### src/hdl/bnps_ram.sv
// Generic single-port-write, single-port-read RAM with registered read.
// Used for the control point store. No dependencies.
`default_nettype none

module bnps_ram #(
   parameter int WIDTH = 24,
   parameter int DEPTH = 8
) (
   input  wire logic                     clock,
   input  wire logic                     wr_en,
   input  wire logic [$clog2(DEPTH)-1:0] wr_addr,
   input  wire logic [WIDTH-1:0]         wr_data,
   input  wire logic [$clog2(DEPTH)-1:0] rd_addr,
   output logic [WIDTH-1:0]              rd_data
);

   logic [WIDTH-1:0] mem_ff [DEPTH];
   logic [WIDTH-1:0] rd_data_ff;

   always_ff @(posedge clock) begin
      if (wr_en) begin
         mem_ff[wr_addr] <= wr_data;
      end
      rd_data_ff <= mem_ff[rd_addr];
   end

   assign rd_data = rd_data_ff;

endmodule

`default_nettype wire

### config.mk
export PLATFORM = sky130hd
export DESIGN_NAME = bnps_ram
export DESIGN_NICKNAME = d
export VERILOG_FILES = /design/src/hdl/bnps_ram.sv
export SDC_FILE = /design/constraint.sdc
export NUM_CORES = 1
export LEC_CHECK = 0
export BUFFER_PORTS_ARGS = -buffer_cell sky130_fd_sc_hd__buf_2
export CAP_MARGIN = 20
export CORE_ASPECT_RATIO = 0.5
export CORE_UTILIZATION = 45
export DETAILED_ROUTE_END_ITERATION = 7
export PLACE_DENSITY = 0.71
export SYNTH_ARGS = -nofsm -noshare
export SYNTH_HDL_FRONTEND = slang
export SYNTH_SLANG_ARGS = --single-unit
### constraint.sdc
create_clock -name clock -period 3.8 [get_ports clock]
set_input_delay 0.38 -clock clock [delete_from_list [all_inputs] [get_ports clock]]
set_output_delay 0.38 -clock clock [all_outputs]
set_load 0.01 [all_outputs]
==> out/summary.log, run 1 <==
INFO  run_status     run_status=finished, final reports clean
INFO  routing        detailedRoute.firstPassIterationCount=4
INFO  layout         final_cell_area=0.00895mm2
INFO  power_and_ir_drop worst_ir_drop_vdd=0.299mV
INFO  routing        detail_route.wl_per_cell=21.0um
INFO  worst_hold_path worstHoldPathCells=1
INFO  logic_synthesis postSynthNetCount=346
INFO  logic_synthesis syn_area_per_cell=24.8um2
INFO  routing        route.detailed.vias_per_inst=5.22
INFO  logic_synthesis top_cell_type_s_share_of_synthesized_area=73.9%
INFO  clock_network  cts_num_sinks=216
INFO  place          io_buffers=55
INFO  worst_hold_path hold_path.class=in -> reg
INFO  routing        route.detailed.drc=0
INFO  clock_network  clock_tree_from_tritoncts=built
INFO  layout         fin_cells=628
INFO  power_and_ir_drop p_leak=2.97nW
INFO  worst_setup_path critical_path.endpoint_type=flop
INFO  logic_synthesis postSynthRegisterBits=216
INFO  logic_synthesis ys_top_cells_by_count=sky130_fd_sc_hd__edfxtp_1 (192), sky130_fd_sc_hd__mux4_2 (48), sky130_fd_sc_hd__dfxtp_1 (24)
INFO  clock_network  post_cts_buffers=0
INFO  layout         drive_gt1_share=42.0%
INFO  clock_network  cts_resized=0
INFO  sta            timing.final.ws_setup=2.15ns
INFO  worst_setup_path worst-endpoint-arrival=2.02ns
INFO  logic_synthesis yosys.cell_types.count=14
INFO  logic_synthesis synthesis.area=0.00780mm2
INFO  sta            timing.hold.ws=0.163ns
INFO  worst_setup_path cp_max_fo=48
INFO  sta            finalSetupViolCount=0
INFO  worst_setup_path data_required_time_of_the_critical_path=4.16ns
INFO  sta            transition_time_of_the_tightest_slew_check_pin=0.947ns
INFO  place          placed_cell_count=592
INFO  logic_synthesis yosys.area.top_type=sky130_fd_sc_hd__edfxtp_1
INFO  routing        detail_route.wirelength=13,200um
INFO  logic_synthesis ys_async_rst_share=0%
INFO  worst_setup_path cp_slowest_cell=sky130_fd_sc_hd__buf_4
INFO  sta            drv_slew=0
INFO  sta            period_minus_slack=1.65ns
INFO  sta            grt_setup_unrepaired=false
INFO  sta            timing.fmax=605MHz
INFO  global_route   track_usage=15.2%
INFO  logic_synthesis yosysSeqAreaShare=80.1%
INFO  worst_setup_path rr_worst_depth=2
INFO  die            dieWidth=188um
INFO  worst_setup_path timing.critical_path.slowest_cell_delay=0.71ns
INFO  clock_network  ctsLongestPathBuffers=3
INFO  sta            tns=0ns
INFO  layout         finalNetCount=419
INFO  place          place_congestion=0.670
INFO  clock_network  path_clk_slew=0.06ns
INFO  global_route   global_route_wire_length_before_repair=19,800um
INFO  flow_run       max_cap_violations=0
INFO  routing        ant_nets=0
INFO  power_and_ir_drop power.density=535mW/mm2
INFO  die            ios=56
INFO  die            initial_core_utilization=46.9%
INFO  global_route   antenna_found_initial=1
INFO  sta            clock-skew-final=0.00883ns
INFO  global_route   grt_max_degree=49
INFO  clock_network  clk_root_buffer_cell=sky130_fd_sc_hd__clkbuf_16
INFO  clock_network  ctsHoldBuffers=0
INFO  sta            min_period_over_period=43.5%
INFO  worst_setup_path path_class=in -> reg
INFO  die            std_cell_rows=33
INFO  logic_synthesis synth.top_cells.by_area=sky130_fd_sc_hd__edfxtp_1 (74%), sky130_fd_sc_hd__mux4_2 (14%), sky130_fd_sc_hd__dfxtp_1 (6.2%)
INFO  clock_network  cts_buffers=20
INFO  worst_setup_path path_delay_family=multiplexers
INFO  logic_synthesis synthCells=314
INFO  logic_synthesis synth_edf_count=192
INFO  clock_network  htreeDepth=1
INFO  worst_setup_path critical_path.cell_chain=buf_4 > mux4_2 > mux2_4
INFO  worst_setup_path timing.critical_path.depth=3
INFO  routing        num_vias=3,279
INFO  die            dieArea=0.0179mm2
INFO  worst_setup_path cp-start-kind=input pin
INFO  die            fp.coreArea=0.0166mm2
INFO  place          detailed_place_hpwl=7060um
INFO  global_route   grt_remaining_overflow=0
INFO  routing        drtIter0Drc=219
INFO  sta            finalHoldViolCount=0
INFO  global_route   vias_in_the_first_global_route=3,380
INFO  place          dpl_worst_slack=1.58ns
INFO  logic_synthesis synthFlopType=sky130_fd_sc_hd__edfxtp_1
INFO  logic_synthesis most_used_standard_cell_by_instance_count_after_synthesis=sky130_fd_sc_hd__edfxtp_1
INFO  place          detailed_place.area=0.00836mm2
INFO  clock_network  clock_insertion_delay_worst_skew=0.48ns
INFO  logic_synthesis synthesis.yosys.warnings=0
INFO  layout         area_growth=14.8%
INFO  worst_setup_path cp.buffers_inverters=1
INFO  sta            timing.max_slew.rel_slack=36.8%
INFO  die            floorplan.die.height=95.1um
[worst reg2reg max path, cell delays in order (launching register included)]
cell                       delay, ns
sky130_fd_sc_hd__edfxtp_1       0.38
sky130_fd_sc_hd__mux4_2         0.49
sky130_fd_sc_hd__mux2_4         0.28
[per-layer routing]
| layer | part of all wire [%] | wire [um] | track usage (%) |
|---|---|---|---|
| met1 | 45 | 5900 | 20.0 |
| met2 | 50 | 6570 | 26.3 |
| met3 | 4.6 | 613 | 3.39 |
| met4 | 0.97 | 128 | 3.46 |
| met5 | 0 | 0 | 0 |
[registers in the layout (all words and copies together), names as in the netlist]
| signal | flops |
|---|---|
| mem_ff | 192 |
| rd_data | 24 |
[cell families after synthesis]
| kind of cell | synth area share (%) |
|---|---|
| AND/OR/NAND/NOR | 0.754 |
| multiplexers | 17.9 |
| buffers and inverters | 1.24 |
| flip-flops | 80.1 |
[cell type report]
cell class | instances | area, um2
Antenna cell | 1 | 2.50
Clock buffer | 30 | 569
Clock inverter | 5 | 21.3
Fill cell | 1235 | 7690
Multi-Input combinational cell | 85 | 1480
Sequential cell | 216 | 6250
Tap cell | 227 | 284
Timing Repair Buffer | 64 | 345
[power by group]
part / total (mW) / internal (mW) / switching (mW)
Clock: 1.82 / 1.03 / 0.787
Sequential: 2.70 / 2.68 / 0.0232
Combinational: 0.264 / 0.129 / 0.134
Total: 4.79 / 3.84 / 0.945
[stage by stage]
stage               power, mW  utilization, %
floorplan                2.92               -
global placement         3.01            50.2
detailed placement       3.03            50.2
CTS                      4.83            53.8
global route             4.95            53.8
finish                   4.79            53.8
[cell usage in the layout (no fill, tap or decap), drive strengths merged]
cell and count:
mux4 48, nand2b 3, clkinv 5, nor2 6, buf 64, clkbuf 30
diode 1, dfxtp 24, mux2 24, nand2 2, nor3 2, edfxtp 192
[worst paths after layout]
kind | start | end | slack (ns)
worst min-delay path | wr_data[2] | mem_ff[0][2]$_DFFE_PP_ | 0.16
worst min register to register | mem_ff[6][9]$_DFFE_PP_ | rd_data[9]$_DFF_P_ | 0.68
worst max register to register | mem_ff[5][18]$_DFFE_PP_ | rd_data[18]$_DFF_P_ | 2.55
worst max-delay path | rd_addr[0] | rd_data[22]$_DFF_P_ | 2.15
Power figures use the tool's default switching activity.
==> inputs of run 2 (changes only) <==
- clock period: 3.8 -> 1.7 ns (I/O delays scaled with it)
==> run 2 against run 1 <==
First-iteration DRC count is 5.5% lower. Cell area up 5.9%. Core utilization rose by 3.2 points. Worst setup slack got worse by 1.7 ns. Flip-flop and latch count unchanged. Critical path depth is 1 lower. Register-to-register slack got worse by 2.1 ns. Worst hold slack worse by 0.038 ns. Largest power group unchanged. Highest routed layer unchanged.
==> out/summary.log, run 2 (synthesis gave the netlist of run 1 again) <==
INFO  worst_setup_path r2r_slack=0.45ns [was 2.55 ns]
INFO  worst_setup_path data_required_time_of_the_critical_path=2.08ns [was 4.16 ns]
INFO  global_route   vias_in_the_first_global_route=3,550 [was 3,380]
INFO  worst_setup_path reg2reg_from=mem_ff[7][1]$_DFFE_PP_ [was mem_ff[5][18]$_DFFE_PP_]
INFO  die            ios=56 [unchanged]
INFO  clock_network  clock_insertion_delay_worst_skew=0.50ns [was 0.48 ns]
INFO  sta            finalSetupViolCount=0 [unchanged]
INFO  clock_network  cts_num_sinks=216 [unchanged]
INFO  place          io_buffers=55 [unchanged]
INFO  run_status     run_status=finished, final reports clean [unchanged]
INFO  sta            drv_slew=0 [unchanged]
INFO  worst_setup_path worst-endpoint-arrival=1.64ns [was 2.02 ns]
INFO  global_route   grt_remaining_overflow=0 [unchanged]
INFO  worst_setup_path rr_worst_depth=2 [unchanged]
INFO  power_and_ir_drop switching_share=19.9% [was 19.7%]
INFO  worst_setup_path cp-start-kind=flop [was input pin]
INFO  power_and_ir_drop power.density=1170mW/mm2 [was 535 mW/mm2]
INFO  place          detailed_place_hpwl=7720um [was 7060 um]
INFO  power_and_ir_drop power_report.internal_total=8.91mW [was 3.84 mW]
INFO  die            std_cell_rows=33 [unchanged]
INFO  layout         area_growth=21.5% [was 14.8%]
INFO  sta            period_minus_slack=1.25ns
INFO  routing        drtIter0Drc=207 [was 219]
INFO  place          placed_cell_count=603 [was 592]
INFO  routing        detail_route.wirelength=13,500um [was 13,200 um]
INFO  sta            timing.max_slew.rel_slack=78.3% [was 36.8%]
INFO  global_route   gr-usage-met3=3.09% [was 3.39%]
INFO  worst_hold_path holdPathEnd=rd_data[11]$_DFF_P_ [was mem_ff[0][2]$_DFFE_PP_]
INFO  place          detailed_place.area=0.00859mm2 [was 0.00836 mm2]
INFO  clock_network  clk_root_buffer_cell=sky130_fd_sc_hd__clkbuf_16 [unchanged]
INFO  power_and_ir_drop worst_ir_drop_vdd=0.672mV [was 0.299 mV]
INFO  routing        num_vias=3,392 [was 3,279]
INFO  global_route   global_route.usage.met1=20.8% [was 20.0%]
INFO  routing        route.detailed.vias_per_inst=5.12 [was 5.22]
INFO  global_route   globalRouteMet2Util=27.3% [was 26.3%]
INFO  layout         finalNetCount=454 [was 419]
INFO  worst_hold_path worstHoldPathCells=2 [was 1]
INFO  layout         regMostFlops=mem_ff [unchanged]
INFO  worst_hold_path worst_hold_startpoint=rd_addr[1] [was wr_data[2]]
INFO  global_route   track_usage=15.7% [was 15.2%]
INFO  sta            transition_time_of_the_tightest_slew_check_pin=0.326ns [was 0.947 ns]
INFO  global_route   antenna_found_initial=0 [was 1]
INFO  global_route   global_route_wire_length_before_repair=20,500um [was 19,800 um]
INFO  layout         final_core_util=56.9% [was 53.8%]
INFO  layout         largest_register_ffs=192 [unchanged]
INFO  clock_network  cts_resized=0 [unchanged]
INFO  worst_setup_path critical_path.endpoint_type=flop [unchanged]
INFO  sta            finalHoldViolCount=0 [unchanged]
INFO  sta            timing.final.ws_setup=0.446ns [was 2.15 ns]
INFO  die            dieArea=0.0179mm2 [unchanged]
INFO  sta            tns=0ns [unchanged]
INFO  power_and_ir_drop p_leak=3.19nW [was 2.97 nW]
INFO  die            dieWidth=188um [unchanged]
INFO  clock_network  post_cts_buffers=0 [unchanged]
INFO  place          place_congestion=0.695 [was 0.670]
INFO  power_and_ir_drop power_frac_comb=6.1% [was 5.5%]
INFO  place          dpl_worst_slack=0.228ns [was 1.58 ns]
INFO  die            floorplan.die.height=95.1um [unchanged]
INFO  layout         final_cell_area=0.00947mm2 [was 0.00895 mm2]
INFO  sta            clock-skew-final=0.00735ns [was 0.00883 ns]
INFO  sta            grt_setup_unrepaired=false [unchanged]
INFO  sta            min_period_over_period=73.7%
INFO  power_and_ir_drop total_power_consumption=11.1mW [was 4.79 mW]
INFO  sta            timing.fmax=798MHz
INFO  routing        ant_nets=0 [unchanged]
INFO  worst_setup_path cp_max_fo=1 [was 48]
INFO  die            fp.coreArea=0.0166mm2 [unchanged]
INFO  power_and_ir_drop power.switching=2.21mW [was 0.945 mW]
INFO  routing        detail_route.wl_per_cell=20.4um [was 21.0 um]
INFO  worst_setup_path path_class=reg -> reg [was in -> reg]
INFO  global_route   grt_max_degree=49 [unchanged]
INFO  power_and_ir_drop power.clock.fraction=39.5% [was 38.0%]
INFO  worst_setup_path regToRegEndpoint=rd_data[1]$_DFF_P_ [was rd_data[18]$_DFF_P_]
INFO  clock_network  ctsLongestPathBuffers=3 [unchanged]
INFO  clock_network  htreeDepth=1 [unchanged]
INFO  clock_network  clock_tree_from_tritoncts=built [unchanged]
INFO  die            initial_core_utilization=46.9% [unchanged]
INFO  clock_network  ctsHoldBuffers=24 [was 0]
INFO  layout         most_common_library_cell_in_the_layout_ignoring_fill_and_taps=sky130_fd_sc_hd__edfxtp_1 [unchanged]
INFO  global_route   grt.busiest_layer=met2 [unchanged]
INFO  clock_network  cts_buffers=20 [unchanged]
INFO  flow_run       max_cap_violations=0 [unchanged]
INFO  worst_hold_path hold_path.class=in -> reg [unchanged]
INFO  layout         final_cell_mix=sky130_fd_sc_hd__edfxtp_1 (192), sky130_fd_sc_hd__buf_2 (54), sky130_fd_sc_hd__mux4_2 (48) [unchanged]
INFO  layout         n_fill_cell=1,224 [was 1,235]
INFO  sta            timing.hold.ws=0.125ns [was 0.163 ns]
INFO  routing        detailedRoute.firstPassIterationCount=4 [unchanged]
INFO  power_and_ir_drop p_seq_share=54.4% [was 56.5%]
INFO  layout         fin_cells=663 [was 628]
INFO  routing        route.detailed.drc=0 [unchanged]
INFO  clock_network  path_clk_slew=0.07ns [was 0.06 ns]
INFO  layout         antenna-diode-count=0 [was 1]
INFO  layout         drive_gt1_share=41.5% [was 42.0%]
## run 2: worst max-delay path by stage
stage | start | end | slack (ns)
global route | mem_ff[5][16]$_DFFE_PP_ | rd_data[16]$_DFF_P_ | 0.43
CTS | mem_ff[4][13]$_DFFE_PP_ | rd_data[13]$_DFF_P_ | 0.44
global placement | rd_addr[0] | rd_data[8]$_DFF_P_ | 0.26
finish | mem_ff[7][1]$_DFFE_PP_ | rd_data[1]$_DFF_P_ | 0.45
floorplan | wr_addr[2] | mem_ff[1][0]$_DFFE_PP_ | -0.11
detailed placement | rd_addr[0] | rd_data[4]$_DFF_P_ | 0.23
## run 2: per-layer routing
layer	vias to the layer above	part of all wire, %
met4	0	1.4
li1	1531	-
met5	-	0
met1	1781	43
met2	63	52
met3	17	4.1
## run 2: worst max-delay path, stage by stage (launching register included)
cell	delay (ns)
sky130_fd_sc_hd__edfxtp_1	0.39
sky130_fd_sc_hd__mux4_2	0.49
sky130_fd_sc_hd__mux2_2	0.27
## run 2: power by group through the flow
stage               sequential (mW)  combinational, mW  clock, mW
floorplan                      6.18              0.344          0
global placement               6.15              0.632          0
detailed placement             6.16              0.645          0
CTS                            6.05              0.690       4.49
global route                   6.06              0.730       4.68
finish                         6.05              0.677       4.39
## run 2: final cells by class
| cell class | instances | area [um2] | share of cell area (%) |
|---|---|---|---|
| Clock buffer | 30 | 548 | 5.79 |
| Clock inverter | 6 | 96.3 | 1.02 |
| Multi-Input combinational cell | 85 | 1490 | 15.8 |
| Sequential cell | 216 | 6250 | 65.9 |
| Tap cell | 227 | 284 | 3.00 |
| Timing Repair Buffer | 99 | 806 | 8.51 |
